File: src/sv/motor_rewind_homing_controller_defines.svh
// Assertion macros used by the rewind homing controller RTL.
`ifndef MOTOR_REWIND_HOMING_CONTROLLER_DEFINES_SVH
`define MOTOR_REWIND_HOMING_CONTROLLER_DEFINES_SVH

// Check that a condition implies a consequence in the same cycle.
`define MRHC_ASSERT_NOW(label, clk, rst, cond, conseq) \
  label: assert property (@(posedge clk) disable iff (rst) (cond) |-> (conseq)) \
    else $error("assertion failed: same-cycle implication");

// Check that a condition implies a consequence in the following cycle.
`define MRHC_ASSERT_NEXT(label, clk, rst, cond, conseq) \
  label: assert property (@(posedge clk) disable iff (rst) (cond) |=> (conseq)) \
    else $error("assertion failed: next-cycle implication");

`endif

File: src/sv/mrhc_pkg.sv
// Types and constants for the rewind homing controller.
package mrhc_pkg;

  typedef enum logic [1:0] {
    FUNC_UPDATE = 2'd0,
    FUNC_TICK   = 2'd1,
    FUNC_START  = 2'd2,
    FUNC_ABORT  = 2'd3
  } func_t;

  typedef enum logic [2:0] {
    EV_NONE     = 3'd0,
    EV_STARTED  = 3'd1,
    EV_SKIPPED  = 3'd2,
    EV_COMPLETE = 3'd3,
    EV_TIMEOUT  = 3'd4,
    EV_SWITCHED = 3'd5,
    EV_ABORTED  = 3'd6
  } event_t;

  localparam int CFG_WIDTH     = 16;
  localparam int CFG_IDX_WIDTH = 2;
  localparam int ELAPSED_WIDTH = 17;

  localparam logic [CFG_IDX_WIDTH-1:0] CFG_HOME    = 2'd0;
  localparam logic [CFG_IDX_WIDTH-1:0] CFG_TIMEOUT = 2'd1;
  localparam logic [CFG_IDX_WIDTH-1:0] CFG_MARGIN  = 2'd2;

  localparam logic [CFG_WIDTH-1:0] HOME_RESET    = 16'd25;
  localparam logic [CFG_WIDTH-1:0] TIMEOUT_RESET = 16'd15000;
  localparam logic [CFG_WIDTH-1:0] MARGIN_RESET  = 16'd200;

  localparam logic [ELAPSED_WIDTH-1:0] ELAPSED_MAX = 17'd131071;

  typedef struct packed {
    logic   drive_a;
    logic   drive_b;
    logic   brake_release;
    logic   rewinding;
    event_t event_res;
  } result_t;

endpackage

File: src/sv/mrhc_core.sv
// Rewind state, configuration registers and per-request decision logic.
module mrhc_core #(
  parameter int POSITION_WIDTH = 32
) (
  input  logic                                  clk,
  input  logic                                  rst,
  input  logic                                  cfg_we,
  input  logic [mrhc_pkg::CFG_IDX_WIDTH-1:0]    cfg_index,
  input  logic [mrhc_pkg::CFG_WIDTH-1:0]        cfg_data,
  input  logic                                  fire,
  input  mrhc_pkg::func_t                       func,
  input  logic signed [POSITION_WIDTH-1:0]      position,
  output mrhc_pkg::result_t                     result
);
  import mrhc_pkg::*;

  localparam int CW = POSITION_WIDTH + 1;

  logic [CFG_WIDTH-1:0] home_position;
  logic [CFG_WIDTH-1:0] timeout_ms;
  logic [CFG_WIDTH-1:0] wrong_way_margin;

  logic                             active, active_next;
  logic                             reversing, reversing_next;
  logic                             switched, switched_next;
  logic signed [POSITION_WIDTH-1:0] start_position, start_position_next;
  logic [ELAPSED_WIDTH-1:0]         elapsed_ms, elapsed_ms_next;

  logic signed [CW-1:0] pos_ext;
  logic signed [CW-1:0] start_ext;
  logic signed [CW-1:0] home_ext;
  logic signed [CW-1:0] margin_ext;
  logic signed [CW-1:0] diff;
  logic                 at_home;
  logic                 timed_out;
  logic                 wrong_way;
  logic                 brake;
  event_t               ev;

  // Widen by one bit so the compares and the difference cannot overflow.
  assign pos_ext    = {position[POSITION_WIDTH-1], position};
  assign start_ext  = {start_position[POSITION_WIDTH-1], start_position};
  assign home_ext   = {{(CW-CFG_WIDTH){1'b0}}, home_position};
  assign margin_ext = {{(CW-CFG_WIDTH){1'b0}}, wrong_way_margin};
  assign diff       = pos_ext - start_ext;

  assign at_home   = (pos_ext <= home_ext);
  assign timed_out = (elapsed_ms > {1'b0, timeout_ms});
  assign wrong_way = (diff > margin_ext);

  always_ff @(posedge clk) begin
    if (rst) begin
      home_position    <= HOME_RESET;
      timeout_ms       <= TIMEOUT_RESET;
      wrong_way_margin <= MARGIN_RESET;
    end else if (cfg_we) begin
      unique case (cfg_index)
        CFG_HOME:    home_position    <= cfg_data;
        CFG_TIMEOUT: timeout_ms       <= cfg_data;
        CFG_MARGIN:  wrong_way_margin <= cfg_data;
        default: ;
      endcase
    end
  end

  always_comb begin
    active_next         = active;
    reversing_next      = reversing;
    switched_next       = switched;
    start_position_next = start_position;
    elapsed_ms_next     = elapsed_ms;
    brake               = 1'b0;
    ev                  = EV_NONE;
    unique case (func)
      FUNC_UPDATE: begin
        if (active) begin
          priority if (at_home) begin
            active_next = 1'b0;
            brake       = 1'b1;
            ev          = EV_COMPLETE;
          end else if (timed_out) begin
            active_next = 1'b0;
            brake       = 1'b1;
            ev          = EV_TIMEOUT;
          end else if (!switched && wrong_way) begin
            switched_next  = 1'b1;
            reversing_next = 1'b0;
            ev             = EV_SWITCHED;
          end else begin
            ev = EV_NONE;
          end
        end
      end
      FUNC_TICK: begin
        // saturate rather than wrap
        if (elapsed_ms != ELAPSED_MAX) elapsed_ms_next = elapsed_ms + 1'b1;
      end
      FUNC_START: begin
        start_position_next = position;
        brake               = 1'b1;
        if (at_home) begin
          active_next = 1'b0;
          ev          = EV_SKIPPED;
        end else begin
          active_next     = 1'b1;
          reversing_next  = 1'b1;
          switched_next   = 1'b0;
          elapsed_ms_next = '0;
          ev              = EV_STARTED;
        end
      end
      FUNC_ABORT: begin
        if (active) ev = EV_ABORTED;
        active_next = 1'b0;
      end
      default: ;
    endcase
  end

  always_ff @(posedge clk) begin
    if (rst) begin
      active         <= 1'b0;
      reversing      <= 1'b1;
      switched       <= 1'b0;
      start_position <= '0;
      elapsed_ms     <= '0;
    end else if (fire) begin
      active         <= active_next;
      reversing      <= reversing_next;
      switched       <= switched_next;
      start_position <= start_position_next;
      elapsed_ms     <= elapsed_ms_next;
    end
  end

  always_comb begin
    result.drive_a       = active_next && !reversing_next;
    result.drive_b       = active_next && reversing_next;
    result.brake_release = brake;
    result.rewinding     = active_next;
    result.event_res     = ev;
  end

endmodule

File: src/sv/motor_rewind_homing_controller.sv
// Top level of the rewind homing controller: request and result stages around the core.
//
// Requests arrive on in_valid/in_ready with func and position; each request
// yields exactly one result on out_valid/out_ready carrying the motor pin
// levels, the brake-release pulse, the rewinding flag and an event code.
// Configuration (home position, timeout, wrong-way margin) is written through
// cfg_we/cfg_index/cfg_data, one register per cycle, with no wait.
// A request is first captured in the request register; the core works between it
// and the result register, from which the result is offered.
// Throughput: one request per cycle while the receiver keeps up; the core's
// state is updated as a request moves from the request register into the result
// register, so back-to-back requests see the state left by the one before.
// When the receiver stalls, the result register holds and the request
// register takes one more request; in_ready drops only when both are full.
// Reset (rst, synchronous) empties both stages, restores the configuration
// defaults and returns the rewind state to idle with zero elapsed time.
module motor_rewind_homing_controller #(
  parameter int POSITION_WIDTH = 32
) (
  input  logic                               clk,
  input  logic                               rst,
  input  logic                               cfg_we,
  input  logic [mrhc_pkg::CFG_IDX_WIDTH-1:0] cfg_index,
  input  logic [mrhc_pkg::CFG_WIDTH-1:0]     cfg_data,
  input  logic                               in_valid,
  output logic                               in_ready,
  input  logic [1:0]                         func,
  input  logic signed [POSITION_WIDTH-1:0]   position,
  output logic                               out_valid,
  input  logic                               out_ready,
  output logic                               drive_a,
  output logic                               drive_b,
  output logic                               brake_release,
  output logic                               rewinding,
  output logic [2:0]                         event_res
);
  import mrhc_pkg::*;

  `include "motor_rewind_homing_controller_defines.svh"

  logic                             req_valid;
  func_t                            req_func;
  logic signed [POSITION_WIDTH-1:0] req_position;
  logic                             req_advance;
  result_t                          core_result;
  result_t                          res;

  assign req_advance = req_valid && (!out_valid || out_ready);
  assign in_ready    = !req_valid || req_advance;

  always_ff @(posedge clk) begin
    if (rst) begin
      req_valid <= 1'b0;
    end else if (in_ready) begin
      req_valid <= in_valid;
    end
  end

  always_ff @(posedge clk) begin
    if (in_valid && in_ready) begin
      req_func     <= func_t'(func);
      req_position <= position;
    end
  end

  mrhc_core #(
    .POSITION_WIDTH(POSITION_WIDTH)
  ) u_core (
    .clk      (clk),
    .rst      (rst),
    .cfg_we   (cfg_we),
    .cfg_index(cfg_index),
    .cfg_data (cfg_data),
    .fire     (req_advance),
    .func     (req_func),
    .position (req_position),
    .result   (core_result)
  );

  always_ff @(posedge clk) begin
    if (rst) begin
      out_valid <= 1'b0;
    end else if (req_advance) begin
      out_valid <= 1'b1;
    end else if (out_ready) begin
      out_valid <= 1'b0;
    end
  end

  always_ff @(posedge clk) begin
    if (req_advance) res <= core_result;
  end

  assign drive_a       = res.drive_a;
  assign drive_b       = res.drive_b;
  assign brake_release = res.brake_release;
  assign rewinding     = res.rewinding;
  assign event_res     = res.event_res;

  `MRHC_ASSERT_NOW(a_pins_exclusive, clk, rst, out_valid && (drive_a || drive_b),
    rewinding && (drive_a != drive_b))
  `MRHC_ASSERT_NOW(a_start_reverse, clk, rst, out_valid && (event_res == EV_STARTED),
    brake_release && drive_b && rewinding)
  `MRHC_ASSERT_NOW(a_stop_idle, clk, rst,
    out_valid && ((event_res == EV_SKIPPED) || (event_res == EV_COMPLETE) ||
    (event_res == EV_TIMEOUT) || (event_res == EV_ABORTED)), !rewinding)
  `MRHC_ASSERT_NEXT(a_req_held, clk, rst, req_valid && !req_advance,
    req_valid && $stable(req_func) && $stable(req_position))

endmodule

File: config.mk
export PLATFORM = sky130hd
export DESIGN_NAME = motor_rewind_homing_controller
export DESIGN_NICKNAME = d
export VERILOG_FILES = /design/src/sv/mrhc_pkg.sv /design/src/sv/mrhc_core.sv /design/src/sv/motor_rewind_homing_controller.sv
export VERILOG_INCLUDE_DIRS = /design/src /design/src/sv
export SDC_FILE = /design/constraint.sdc
export NUM_CORES = 1
export LEC_CHECK = 0
export BUFFER_PORTS_ARGS = -buffer_cell sky130_fd_sc_hd__buf_2
export CAP_MARGIN = 40
export CORE_ASPECT_RATIO = 1.75
export CORE_MARGIN = 1.5
export CORE_UTILIZATION = 45
export CTS_CLUSTER_SIZE = 30
export DETAILED_ROUTE_END_ITERATION = 8
export PLACE_DENSITY = 0.64
export SYNTH_ARGS = -nofsm -noshare
export SYNTH_HDL_FRONTEND = slang
export SYNTH_SLANG_ARGS = --single-unit
File: constraint.sdc
create_clock -name clk -period 5.8 [get_ports clk]
set_input_delay 0 -clock clk [delete_from_list [all_inputs] [get_ports clk]]
set_output_delay 0 -clock clk [all_outputs]
set_load 0.05 [all_outputs]
==> results of run 1 <==
cells by family (layout without fill, tap and decap cells):
group                    count (synthesis)  in the layout  synth area share
multiplexers                             5              5           0.00584
AO/OA/AOI/OAI                          263            263             0.199
XOR/XNOR                                31             31            0.0317
adder cells (fa/ha/maj)                 87             87             0.128
flip-flops                             143            143             0.382
AND/OR/NAND/NOR                        357            357             0.189
buffers and inverters                  138            258            0.0649
state kept, by name (all words and copies together) (netlist names), 2 cells and up:
| name | flops |
|---|---|
| event_res | 3 |
| req_func | 2 |
| u_core.start_position | 32 |
| req_position | 32 |
| u_core.wrong_way_margin | 16 |
| u_core.elapsed_ms | 17 |
| u_core.home_position | 16 |
| u_core.timeout_ms | 16 |
worst max-delay path, delay by kind of cell (launching register included):
kind | cells | cell delay (ns)
fa+ha+maj | 2 | 0.69
compound gates | 10 | 2.72
flops | 1 | 0.42
simple gates | 4 | 0.63
xor+xnor | 1 | 0.18
Yosys cell counts (7+ instances only):
cell                        count
sky130_fd_sc_hd__a21oi_1      118
sky130_fd_sc_hd__clkbuf_1      25
sky130_fd_sc_hd__a211o_1       17
sky130_fd_sc_hd__dfxtp_1      102
sky130_fd_sc_hd__nand4_1       20
sky130_fd_sc_hd__nor2b_1        9
sky130_fd_sc_hd__a2111oi_0      7
sky130_fd_sc_hd__o21ai_0       30
sky130_fd_sc_hd__ha_1          86
sky130_fd_sc_hd__xnor2_1       10
sky130_fd_sc_hd__inv_1         99
sky130_fd_sc_hd__nand2_1      184
sky130_fd_sc_hd__nand3_1       16
sky130_fd_sc_hd__nor3_1         9
sky130_fd_sc_hd__nor2_1        70
sky130_fd_sc_hd__xor2_1        21
sky130_fd_sc_hd__o211ai_1       7
sky130_fd_sc_hd__a21o_1        16
sky130_fd_sc_hd__o21a_1         8
sky130_fd_sc_hd__edfxtp_1      41
power groups by stage:
| stage | clock [uW] | sequential (uW) | combinational, uW |
|---|---|---|---|
| after floorplan | 0 | 1110 | 271 |
| after global placement | 0 | 1110 | 391 |
| after detailed placement | 0 | 1110 | 395 |
| after CTS | 1130 | 1090 | 426 |
| after global routing | 1180 | 1100 | 478 |
| final | 1120 | 1090 | 430 |
final timing paths:
check	startpoint	to	cells past startpoint
worst max-delay path	req_position[2]	drive_a	17
worst min-delay path	cfg_index[1]	u_core.home_position[8]	5
worst max register to register	req_position[2]	drive_a	17
worst min register to register	u_core.start_position[13]	u_core.start_position[13]	2
through the flow:
stage	power, uW	setup slack (ns)
floorplan	1380	1.77
global placement	1500	1.09
detailed placement	1510	0.942
CTS	2650	0.931
global route	2750	0.558
finish	2640	0.908
layout make-up:
| type | count | share of cell area |
|---|---|---|
| inverters | 99 | 0.0363 |
| repair buffers | 127 | 0.0923 |
| flip-flops and latches | 143 | 0.319 |
| clock buffers | 24 | 0.0494 |
| multi-input cells | 743 | 0.464 |
| clock inverters | 8 | 0.00964 |
| well taps | 238 | 0.0291 |
per-layer routing:
| metal | GRT usage | share of wire | vias to the layer above |
|---|---|---|---|
| li1 | - | - | 3817 |
| met4 | 0.118 | 0.039 | 0 |
| met3 | 0.0413 | 0.027 | 53 |
| met2 | 0.495 | 0.56 | 149 |
| met1 | 0.256 | 0.38 | 3570 |
| met5 | 0 | 0 | - |
==> out/results.md, run 1 <==
| Group | Parameter | Reported |
|:---|:---|:---|
| synthesis | Synth Net Count | 1168 |
| sta | Setup repair after global routing missed its margin | no |
| cts | Maximum buffer depth of the clock tree | 2 |
| cts | # clock sinks | 143 |
| synthesis | Combined area of all synthesized cells | 8580 um2 |
| final layout | Multi-input gate area in the final layout | 4750 um2 |
| final layout | Number of non-filler instances in the completed layout | 1382 |
| worst hold path | Worst hold-check path type | in2reg |
| setup path | Slowest cell on the critical path | sky130_fd_sc_hd__o41ai_2 |
| global route | Wire length of the first global-routing pass | 38400 um |
| cts | Root Buffer Master | sky130_fd_sc_hd__clkbuf_16 |
| cts | Count of hold buffers inserted by post-cts repair | 54 |
| setup path | Data required time at the worst endpoint | 5.99 ns |
| detailed routing | Routed wire length | 24300 um |
| global route | Number of antenna violations at the first check in global routing | 0 |
| pwr | Pwr dens | 258 nW/um2 |
| synthesis | Number of standard cells after synthesis | 1024 |
| cts | Cells resized by post-CTS repair | 0 |
| pwr | Static Leakage | 0.00405 uW |
| final layout | Sequential cell area in the final layout | 3270 um2 |
| detailed routing | Overall via count from detail_route | 7589 |
| setup path | Critical path launch point type | flip-flop |
| status | Status | finished clean |
| final layout | Most frequent cells in the layout | sky130_fd_sc_hd__nand2_1, sky130_fd_sc_hd__a21oi_1, sky130_fd_sc_hd__dfxtp_1, sky130_fd_sc_hd__inv_1, sky130_fd_sc_hd__ha_1 |
| cts | Clock Latency Late Sink | 0.44 ns |
| floorplan | Total I/O pin count | 66 |
| pwr | Portion of total power attributed to the clock network | 0.424 |
| synthesis | Unique cell type count in the Yosys netlist | 74 |
| pwr | Peak supply drop | 0.000237 V |
| floorplan | Floorplan die area | 19900 um2 |
| setup path | Data arrival time of the critical path | 5.08 ns |
| placement | Final weighted congestion in routability-driven placement | 0.923 |
| sta | Post-route setup TNS | 0 ns |
| sta | Worst rel slew slack | 0.385 |
| synthesis | Library cell occupying the most area in the post-synthesis netlist | sky130_fd_sc_hd__dfxtp_1 |
| pwr | Net switching power | 706 uW |
| detailed routing | Post-detailed-route wirelength per cell | 17.6 um |
| final layout | Final net count | 1275 |
| pwr | Cell internal power dissipation | 1940 uW |
| synthesis | Part of the Yosys area used for sequential elements | 0.382 |
| final layout | Share of layout cells above drive strength 1 | 0.109 |
| synthesis | Total of warnings raised by yosys | 0 |
| global route | Tot GR Track Use | 0.253 |
| cts | Total clock buffers created by CTS | 17 |
| global route | Largest net degree at the start of global routing | 73 |
| pwr | Switching Fraction | 0.267 |
| sta | Measured slew at the worst slew-check pin | 0.922 ns |
| floorplan | Core region area | 18700 um2 |
| detailed routing | DRC marker count from the first detailed-route iteration | 311 |
| sta | Post-layout minimum cycle time | 4.89 ns |
| synthesis | Share of the synthesized area in the top cell type | 0.238 |
| sta | Ratio of final minimum period to clock period | 0.843 |
| setup path | Classification of the worst setup path | reg2reg |
| global route | Via count of the first global-routing pass | 7517 |
| setup path | Slowest Stage Delay on Critical Path | 0.71 ns |
| detailed routing | Average via count per standard cell | 5.49 |
| global route | Overall overflow remaining after global route | 0 |
| sta | Final-report hold violation count | 0 |
| floorplan | Die height | 186 um |
| placement | Number of port buffers | 65 |
| setup path | Top fanout value on the critical path | 4 |
| setup path | Crit path capture type | flip-flop |
| sta | WHS | 0.120 ns |
| final layout | Core Util, Final | 0.549 |
| placement | Post-detail-place hpwl | 18400 um |
| final layout | Post-route design area | 10200 um2 |
| cts | CTS tree | yes |
| cts | Clk pin slew, worst setup/hold paths | 0.07 ns |
| pwr | Portion of total power attributed to sequential cells | 0.413 |
| final layout | Growth of design area from synthesis to finish | 19.5% |
| synthesis | Synthesized area divided by synthesized cell count | 8.38 um2 |
| sta | Fmax achieved | 204 MHz |
| synthesis | Cells taking the most area after synthesis | sky130_fd_sc_hd__dfxtp_1, sky130_fd_sc_hd__edfxtp_1, sky130_fd_sc_hd__ha_1, sky130_fd_sc_hd__nand2_1, sky130_fd_sc_hd__a21oi_1 |
| placement | Post-Place Cells | 1296 |
| floorplan | Initial Util | 0.460 |
| cts | Number of H-tree levels | 4 |
| sta | Pins over their slew limit | 0 |
| synthesis | Share of synthesized registers carrying an async set or reset | 0 |
| cts | Post-CTS Setup Inserts | 0 |
| setup path | Worst-path cell chain | ha_1 -> nor2b_1 -> o2111a_1 -> o31ai_1 -> nand2_1 -> xor2_1 -> ha_1 -> a211oi_1 -> o21bai_1 -> a21o_1 -> a211o_1 -> a21oi_1 -> o31a_1 -> nand4_1 -> o41ai_2 -> o31ai_1 -> and4_1 |
| setup path | Register-to-Register Setup Slack | 0.91 ns |
| synthesis | Most common flop cell mapped by yosys | sky130_fd_sc_hd__dfxtp_1 |
| final layout | FILL cells | 1798 |
| sta | Number of failing setup endpoints in the final timing report | 0 |
| pwr | Combinational cell fraction of total power | 0.162 |
| detailed routing | DRC violations left | 0 |
| synthesis | Register bit total from synthesis | 143 |
| floorplan | Die width | 107 um |
| placement | Cell area reported after detailed placement | 9100 um2 |
| floorplan | Cell Rows | 66 |
| run | Max Cap Violations | 0 |
| sta | Post-Route Skew | 0.0106 ns |
| detailed routing | Antenna Nets Post-Route | 0 |
| final layout | Most common library cell in the layout ignoring fill and taps | sky130_fd_sc_hd__nand2_1 |
| synthesis | Number of enable-type register cells in the synthesized netlist | 41 |
| final layout | Number of inserted diodes | 0 |
| detailed routing | Detailed-routing iteration count for the pre-antenna-repair pass | 7 |
No activity file was read; power rests on OpenSTA's default activity.
==> run 2, diff against run 1 <==
--- a/config.mk
+++ b/config.mk
@@ -13,7 +13,7 @@
 export CORE_UTILIZATION = 45
 export CTS_CLUSTER_SIZE = 30
 export DETAILED_ROUTE_END_ITERATION = 8
-export PLACE_DENSITY = 0.64
+export PLACE_DENSITY = 0.66
 export SYNTH_ARGS = -nofsm -noshare
 export SYNTH_HDL_FRONTEND = slang
 export SYNTH_SLANG_ARGS = --single-unit
==> constraint.sdc (replaced) <==
create_clock -name clk -period 3.9 [get_ports clk]
set_input_delay 0 -clock clk [delete_from_list [all_inputs] [get_ports clk]]
set_output_delay 0 -clock clk [all_outputs]
set_load 0.05 [all_outputs]
==> out/results.md, run 2 (synthesis results as in run 1) <==
| Group | Parameter | Reported | Change |
|:---|:---|:---|:---|
| setup path | Worst reg2reg path startpoint | req_position[0] |  |
| sta | Post-Route Skew | 0.00685 ns | -0.00375 ns |
| final layout | Most common library cell in the layout ignoring fill and taps | sky130_fd_sc_hd__nand2_1 |  |
| cts | Clock Latency Late Sink | 0.43 ns | about the same |
| setup path | Worst-path cell chain | inv_2 -> ha_4 -> fa_2 -> nor2b_4 -> o2111a_2 -> o31ai_4 -> a21o_1 -> nand2_1 -> xor2_1 -> ha_1 -> o21ai_1 -> o21bai_1 -> a21o_1 -> a211o_1 -> a21oi_2 -> o31a_1 -> nand4_1 -> o41ai_2 -> buf_4 -> o31ai_4 -> and4_1 |  |
| floorplan | Cell Rows | 66 | unchanged |
| sta | Fmax achieved | 234 MHz | +15% |
| sta | Post-layout minimum cycle time | 4.27 ns | -0.622 ns |
| final layout | Growth of design area from synthesis to finish | 28.9% |  |
| detailed routing | DRC marker count from the first detailed-route iteration | 368 | +18% |
| sta | Setup repair after global routing missed its margin | yes |  |
| detailed routing | Detailed-routing iteration count for the pre-antenna-repair pass | 5 | -2 |
| global route | Via count of the first global-routing pass | 7777 | +3.5% |
| global route | Busiest metal layer after global routing | met2 |  |
| sta | WHS | 0.0946 ns | -0.0251 ns |
| cts | Total clock buffers created by CTS | 17 | unchanged |
| detailed routing | Average via count per standard cell | 5.43 | -1.1% |
| run | Max Cap Violations | 0 | unchanged |
| pwr | Pwr dens | 369 nW/um2 | +43% |
| floorplan | Die height | 186 um | unchanged |
| floorplan | Core region area | 18700 um2 | unchanged |
| cts | Maximum buffer depth of the clock tree | 2 | unchanged |
| cts | CTS tree | yes |  |
| status | Status | complete, but fails checks |  |
| setup path | Register-to-Register Setup Slack | -0.37 ns | -1.28 ns |
| worst hold path | Worst hold-check path type | in2reg |  |
| setup path | Data required time at the worst endpoint | 4.09 ns | -1.90 ns |
| cts | # clock sinks | 143 | unchanged |
| pwr | Peak supply drop | 0.000282 V | +19% |
| global route | Tot GR Track Use | 0.250 | -0.00354 |
| global route | Met3 routing resource usage after global routing | 0.0424 | +0.00105 |
| sta | Number of failing setup endpoints in the final timing report | 6 | +6 |
| setup path | Slowest cell on the critical path | sky130_fd_sc_hd__edfxtp_1 |  |
| final layout | Final net count | 1366 | +7.1% |
| detailed routing | Post-detailed-route wirelength per cell | 16.3 um | -7.2% |
| setup path | Critical path launch point type | flip-flop |  |
| sta | Pins over their slew limit | 0 | unchanged |
| final layout | Top flop regs | req_position: 32 flops, u_core.start_position: 32 flops, u_core.elapsed_ms: 17 flops |  |
| setup path | Critical R2R Capture | drive_a |  |
| final layout | Share of layout cells above drive strength 1 | 0.182 | +0.0729 |
| detailed routing | Overall via count from detail_route | 7997 | +5.4% |
| placement | Post-Place Cells | 1376 | +6.2% |
| floorplan | Initial Util | 0.460 | unchanged |
| setup path | Top fanout value on the critical path | 4 | unchanged |
| placement | Post-detail-place hpwl | 17800 um | -3.3% |
| floorplan | Total I/O pin count | 66 | unchanged |
| setup path | Classification of the worst setup path | reg2reg |  |
| placement | Final weighted congestion in routability-driven placement | 0.932 | +0.96% |
| global route | Wire length of the first global-routing pass | 38200 um | -0.72% |
| setup path | Slowest Stage Delay on Critical Path | 0.42 ns | -0.29 ns |
| sta | Final-report hold violation count | 0 | unchanged |
| placement | DP Worst Slack | -0.508 ns | -1.45 ns |
| worst hold path | Origin of the worst min-delay path | cfg_we |  |
| final layout | Number of non-filler instances in the completed layout | 1473 | +6.6% |
| global route | Global-route met1 utilization | 0.251 | -0.00489 |
| placement | Number of port buffers | 65 | unchanged |
| cts | Number of H-tree levels | 4 | unchanged |
| setup path | Worst setup path endpoint | drive_a |  |
| global route | Largest net degree at the start of global routing | 74 | +1.4% |
| sta | Worst rel slew slack | 0.410 | +0.0248 |
| global route | Met2 Use GR | 0.485 | -0.00968 |
| cts | Root Buffer Master | sky130_fd_sc_hd__clkbuf_16 |  |
| sta | Ratio of final minimum period to clock period | 1.09 | +0.251 |
| detailed routing | Routed wire length | 24000 um | -1.1% |
| setup path | Data arrival time of the critical path | 4.46 ns | -0.62 ns |
| global route | Number of antenna violations at the first check in global routing | 0 | unchanged |
| detailed routing | Antenna Nets Post-Route | 0 | unchanged |
| detailed routing | DRC violations left | 0 | unchanged |
| final layout | Core Util, Final | 0.592 | +0.0430 |
| floorplan | Floorplan die area | 19900 um2 | unchanged |
| sta | Post-route setup TNS | -1.58 ns | -1.58 ns |
| status | Failing checks | negative setup slack |  |
| pwr | Static Leakage | 0.00450 uW | +11% |
| setup path | Crit path capture type | flip-flop |  |
| cts | Clk pin slew, worst setup/hold paths | 0.06 ns | about the same |
| final layout | Number of inserted diodes | 0 | unchanged |
| setup path | Cells on worst reg2reg path | 21 | +4 |
| floorplan | Die width | 107 um | unchanged |
| final layout | Most frequent cells in the layout | sky130_fd_sc_hd__nand2_1, sky130_fd_sc_hd__a21oi_1, sky130_fd_sc_hd__dfxtp_1, sky130_fd_sc_hd__inv_1, sky130_fd_sc_hd__buf_4 |  |
| sta | Measured slew at the worst slew-check pin | 0.885 ns | -0.0371 ns |
| setup path | CP startpoint | req_position[0] |  |
| global route | Overall overflow remaining after global route | 0 | unchanged |
| sta | Final WS setup | -0.370 ns | -1.28 ns |
==> run 2: worst min path at each step <==
stage                                         end  depth (start not counted)
after floorplan                       req_func[0]                          0
after global placement           req_position[10]                          1
after detailed placement         req_position[11]                          1
after CTS                 u_core.home_position[0]                          4
after global routing      u_core.home_position[0]                          4
final                     u_core.home_position[0]                          4
==> run 2: worst max-delay path, delay by kind of cell, from the launching register on <==
kind,cells,cell delay [ns]
adders and majority gates,3,0.68
buffers and inverters,2,0.30
AOI/OAI and AO/OA,11,2.02
DFF,1,0.42
xor gates and xnor gates,1,0.15
and+or+nand+nor,4,0.47
==> run 2: timing repair <==
action,in CTS,in global routing
endpoints found under the hold margin,95,0
pin swaps,8,6
setup buffers,4,1
setup endpoints to repair,6,6
gates cloned,0,0
hold buffers,60,0
resized for setup,9,4
==> run 2: metal layers <==
| metal | vias to the layer above | part of all wire |
|---|---|---|
| met5 | - | 0 |
| li1 | 4000 | - |
| met3 | 59 | 0.028 |
| met4 | 0 | 0.041 |
| met1 | 3756 | 0.37 |
| met2 | 182 | 0.56 |
==> run 2: report_power, final <==
part	switching (uW)	leakage, uW	internal (uW)	total (uW)
clock	667	0.000307	1060	1730
combinational	400	0.00297	331	732
sequential	32.5	0.00123	1590	1620
total	1100	0.00450	2980	4080
==> run 2: final cells by class <==
cell class                 instances  area [um2]
tap                              238         298
multi-input combinational        743        4840
clock buffer                      20         468
fill                            1723        7610
inverter                          99         372
clock inverter                    12         153
timing repair buffer             218        1640
sequential                       143        3270
==> run 2: per-stage QoR <==
| step | instance area [um2] | total power [uW] |
|---|---|---|
| finish | 11100 | 4080 |
| global route | 11100 | 4250 |
| CTS | 11000 | 4100 |
| detailed placement | 9730 | 2310 |
| global placement | 9700 | 2300 |
| floorplan | 8610 | 2060 |
==> run 3, diff against run 2 <==
--- a/config.mk
+++ b/config.mk
@@ -10,10 +10,10 @@
 export CAP_MARGIN = 40
 export CORE_ASPECT_RATIO = 1.75
 export CORE_MARGIN = 1.5
-export CORE_UTILIZATION = 45
+export CORE_UTILIZATION = 30
 export CTS_CLUSTER_SIZE = 30
 export DETAILED_ROUTE_END_ITERATION = 8
-export PLACE_DENSITY = 0.66
+export PLACE_DENSITY = 0.48
 export SYNTH_ARGS = -nofsm -noshare
 export SYNTH_HDL_FRONTEND = slang
 export SYNTH_SLANG_ARGS = --single-unit
==> out/results.md, run 3 (synthesis results as in run 1) <==
| Group | Parameter | Reported | Change |
|:---|:---|:---|:---|
| global route | Number of antenna violations at the first check in global routing | 0 | unchanged |
| floorplan | Die height | 227 um | +22% |
| status | Status | complete, but fails checks |  |
| final layout | Core Util, Final | 0.399 | -0.193 |
| setup path | Data arrival time of the critical path | 4.42 ns | -0.04 ns |
| pwr | Cell internal power dissipation | 2740 uW | -8.1% |
| sta | Final-report hold violation count | 0 | unchanged |
| cts | Maximum buffer depth of the clock tree | 2 | unchanged |
| global route | Met3 routing resource usage after global routing | 0.0276 | -0.0148 |
| sta | Post-Route Skew | 0.00896 ns | +0.00211 ns |
| detailed routing | DRC marker count from the first detailed-route iteration | 307 | -17% |
| cts | Number of H-tree levels | 4 | unchanged |
| floorplan | Core region area | 28100 um2 | +50% |
| floorplan | Die width | 131 um | +22% |
| detailed routing | Overall via count from detail_route | 7851 | -1.8% |
| worst hold path | Worst hold-check path type | in2reg |  |
| cts | Clock Latency Late Sink | 0.44 ns | about the same |
| sta | Pins over their slew limit | 0 | unchanged |
| sta | Final WS setup | -0.326 ns | +0.0443 ns |
| sta | WHS | 0.111 ns | +0.0162 ns |
| floorplan | Cell Rows | 81 | +23% |
| global route | Via count of the first global-routing pass | 7962 | +2.4% |
| pwr | Peak supply drop | 0.000244 V | -14% |
| detailed routing | DRC violations left | 0 | unchanged |
| setup path | Crit path capture type | flip-flop |  |
| setup path | Critical path launch point type | flip-flop |  |
| placement | Final weighted congestion in routability-driven placement | 0.873 | -6.3% |
| floorplan | Initial Util | 0.306 | -0.154 |
| floorplan | Floorplan die area | 29700 um2 | +49% |
| detailed routing | Average via count per standard cell | 4.86 | -11% |
| placement | DP Worst Slack | -0.532 ns | -0.0236 ns |
| setup path | Top fanout value on the critical path | 4 | unchanged |
| pwr | Switching Fraction | 0.289 | +0.0199 |
| global route | Overall overflow remaining after global route | 0 | unchanged |
| final layout | Most common library cell in the layout ignoring fill and taps | sky130_fd_sc_hd__nand2_1 |  |
| setup path | Worst-path cell chain | inv_2 -> ha_4 -> fa_2 -> nor2b_2 -> o2111a_2 -> o31ai_4 -> nand2_1 -> xor2_1 -> ha_1 -> a211oi_2 -> o21bai_1 -> a21o_1 -> a211o_1 -> a21oi_2 -> o31a_1 -> nand4_1 -> o41ai_2 -> buf_4 -> o31ai_2 -> and4_1 |  |
| status | Failing checks | negative setup slack |  |
| placement | Post-detail-place hpwl | 19800 um | +11% |
| sta | Number of failing setup endpoints in the final timing report | 6 | unchanged |
| pwr | Portion of total power attributed to sequential cells | 0.420 | +0.023 |
| sta | Worst rel slew slack | 0.459 | +0.0488 |
| cts | Root Buffer Master | sky130_fd_sc_hd__clkbuf_16 |  |
| setup path | Classification of the worst setup path | reg2reg |  |
| setup path | Slowest cell on the critical path | sky130_fd_sc_hd__edfxtp_1 |  |
| detailed routing | Routed wire length | 25700 um | +7.1% |
| cts | Total clock buffers created by CTS | 17 | unchanged |
| final layout | Most frequent cells in the layout | sky130_fd_sc_hd__nand2_1, sky130_fd_sc_hd__a21oi_1, sky130_fd_sc_hd__buf_4, sky130_fd_sc_hd__dfxtp_1, sky130_fd_sc_hd__inv_1 |  |
| detailed routing | Antenna Nets Post-Route | 0 | unchanged |
| final layout | Final net count | 1375 | +0.66% |
| global route | Busiest metal layer after global routing | met2 |  |
| pwr | Net switching power | 1110 uW | +1.4% |
| global route | Largest net degree at the start of global routing | 47 | -36% |
| global route | Global-route met1 utilization | 0.192 | -0.0587 |
| pwr | Static Leakage | 0.00449 uW | -0.18% |
| final layout | Share of layout cells above drive strength 1 | 0.195 | +0.0123 |
| sta | Post-layout minimum cycle time | 4.23 ns | -0.0443 ns |
| sta | Measured slew at the worst slew-check pin | 0.812 ns | -0.0731 ns |
| sta | Fmax achieved | 237 MHz | +1.0% |
| final layout | Growth of design area from synthesis to finish | 30.5% |  |
| global route | Wire length of the first global-routing pass | 40900 um | +7.2% |
| sta | Setup repair after global routing missed its margin | yes |  |
| cts | # clock sinks | 143 | unchanged |
| run | Max Cap Violations | 0 | unchanged |
| floorplan | Total I/O pin count | 66 | unchanged |
| pwr | Combinational cell fraction of total power | 0.196 | +0.017 |
| setup path | Slowest Stage Delay on Critical Path | 0.41 ns | about the same |
| cts | Clk pin slew, worst setup/hold paths | 0.07 ns | about the same |
| global route | Met2 Use GR | 0.350 | -0.135 |
| final layout | Top flop regs | req_position: 32 flops, u_core.start_position: 32 flops, u_core.elapsed_ms: 17 flops |  |
| global route | Tot GR Track Use | 0.183 | -0.0664 |
| final layout | Number of inserted diodes | 0 | unchanged |
| pwr | Pwr dens | 344 nW/um2 | -6.8% |
| pwr | Overall power after layout | 3850 uW | -5.6% |
| setup path | Data required time at the worst endpoint | 4.10 ns | about the same |
| placement | Number of port buffers | 65 | unchanged |
| pwr | Portion of total power attributed to the clock network | 0.385 | -0.039 |
| cts | CTS tree | yes |  |
| sta | Ratio of final minimum period to clock period | 1.08 | -0.0114 |
| detailed routing | Post-detailed-route wirelength per cell | 15.9 um | -2.5% |
| detailed routing | Detailed-routing iteration count for the pre-antenna-repair pass | 5 | unchanged |
## run 3: path summary, 6_finish.rpt
| kind | start | to | slack (ns) | cells after the start |
|---|---|---|---|---|
| min | cfg_index[0] | u_core.home_position[8] | 0.11 | 5 |
| min reg2reg | u_core.wrong_way_margin[14] | u_core.wrong_way_margin[14] | 0.45 | 2 |
| max | req_position[0] | drive_a | -0.33 | 20 |
| max reg2reg | req_position[0] | drive_a | -0.33 | 20 |
## run 3: power groups by stage
| stage | Combinational [uW] | Clock, uW | Sequential (uW) |
|---|---|---|---|
| final | 753 | 1480 | 1620 |
| after global placement | 686 | 0 | 1650 |
| after CTS | 753 | 1520 | 1620 |
| after global routing | 836 | 1590 | 1620 |
| after detailed placement | 694 | 0 | 1650 |
| after floorplan | 409 | 0 | 1660 |
## run 3: worst max-delay path, delay by kind of cell, from the launching register on
kind                       cells  cell delay [ns]
and+or+nand+nor                4             0.47
adders and majority gates      3             0.65
xor gates and xnor gates       1             0.16
DFF                            1             0.41
buffers and inverters          2             0.29
AOI/OAI and AO/OA             10             2.03
## run 3: cell type report
class	count	area, um2
Multi-Input combinational cell	743	4850
Fill cell	2905	16900
Clock buffer	19	433
Clock inverter	13	93.8
Inverter	99	372
Sequential cell	143	3270
Tap cell	373	467
Timing Repair Buffer	227	1700
## run 3: routing by layer
metal / vias up / share of wire / routed length [um]
met5: - / 0 / 0
met4: 0 / 0.034 / 862
met3: 48 / 0.022 / 572
met2: 114 / 0.56 / 14300
met1: 3664 / 0.39 / 9980
li1: 4025 / - / -
## run 3: repair_timing
| action | 4_1_cts | 5_1_grt |
|---|---|---|
| pin swaps | 15 | 13 |
| endpoints found under the setup margin | 6 | 6 |
| hold endpoints to repair | 88 | 0 |
| setup buffers | 5 | 2 |
| gates resized for setup | 11 | 6 |
| hold buffers | 55 | 0 |
## run 3: metrics by stage
stage          std cells  TNS (ns)  area, um2
6_report            1617     -1.37      11200
5_1_grt             1617     -2.94      11200
4_1_cts             1615     -1.62      11200
3_5_place_dp        1523     -2.49       9990
3_3_place_gp        1519     -1.83       9940
2_1_floorplan       1024   -0.0487       8610
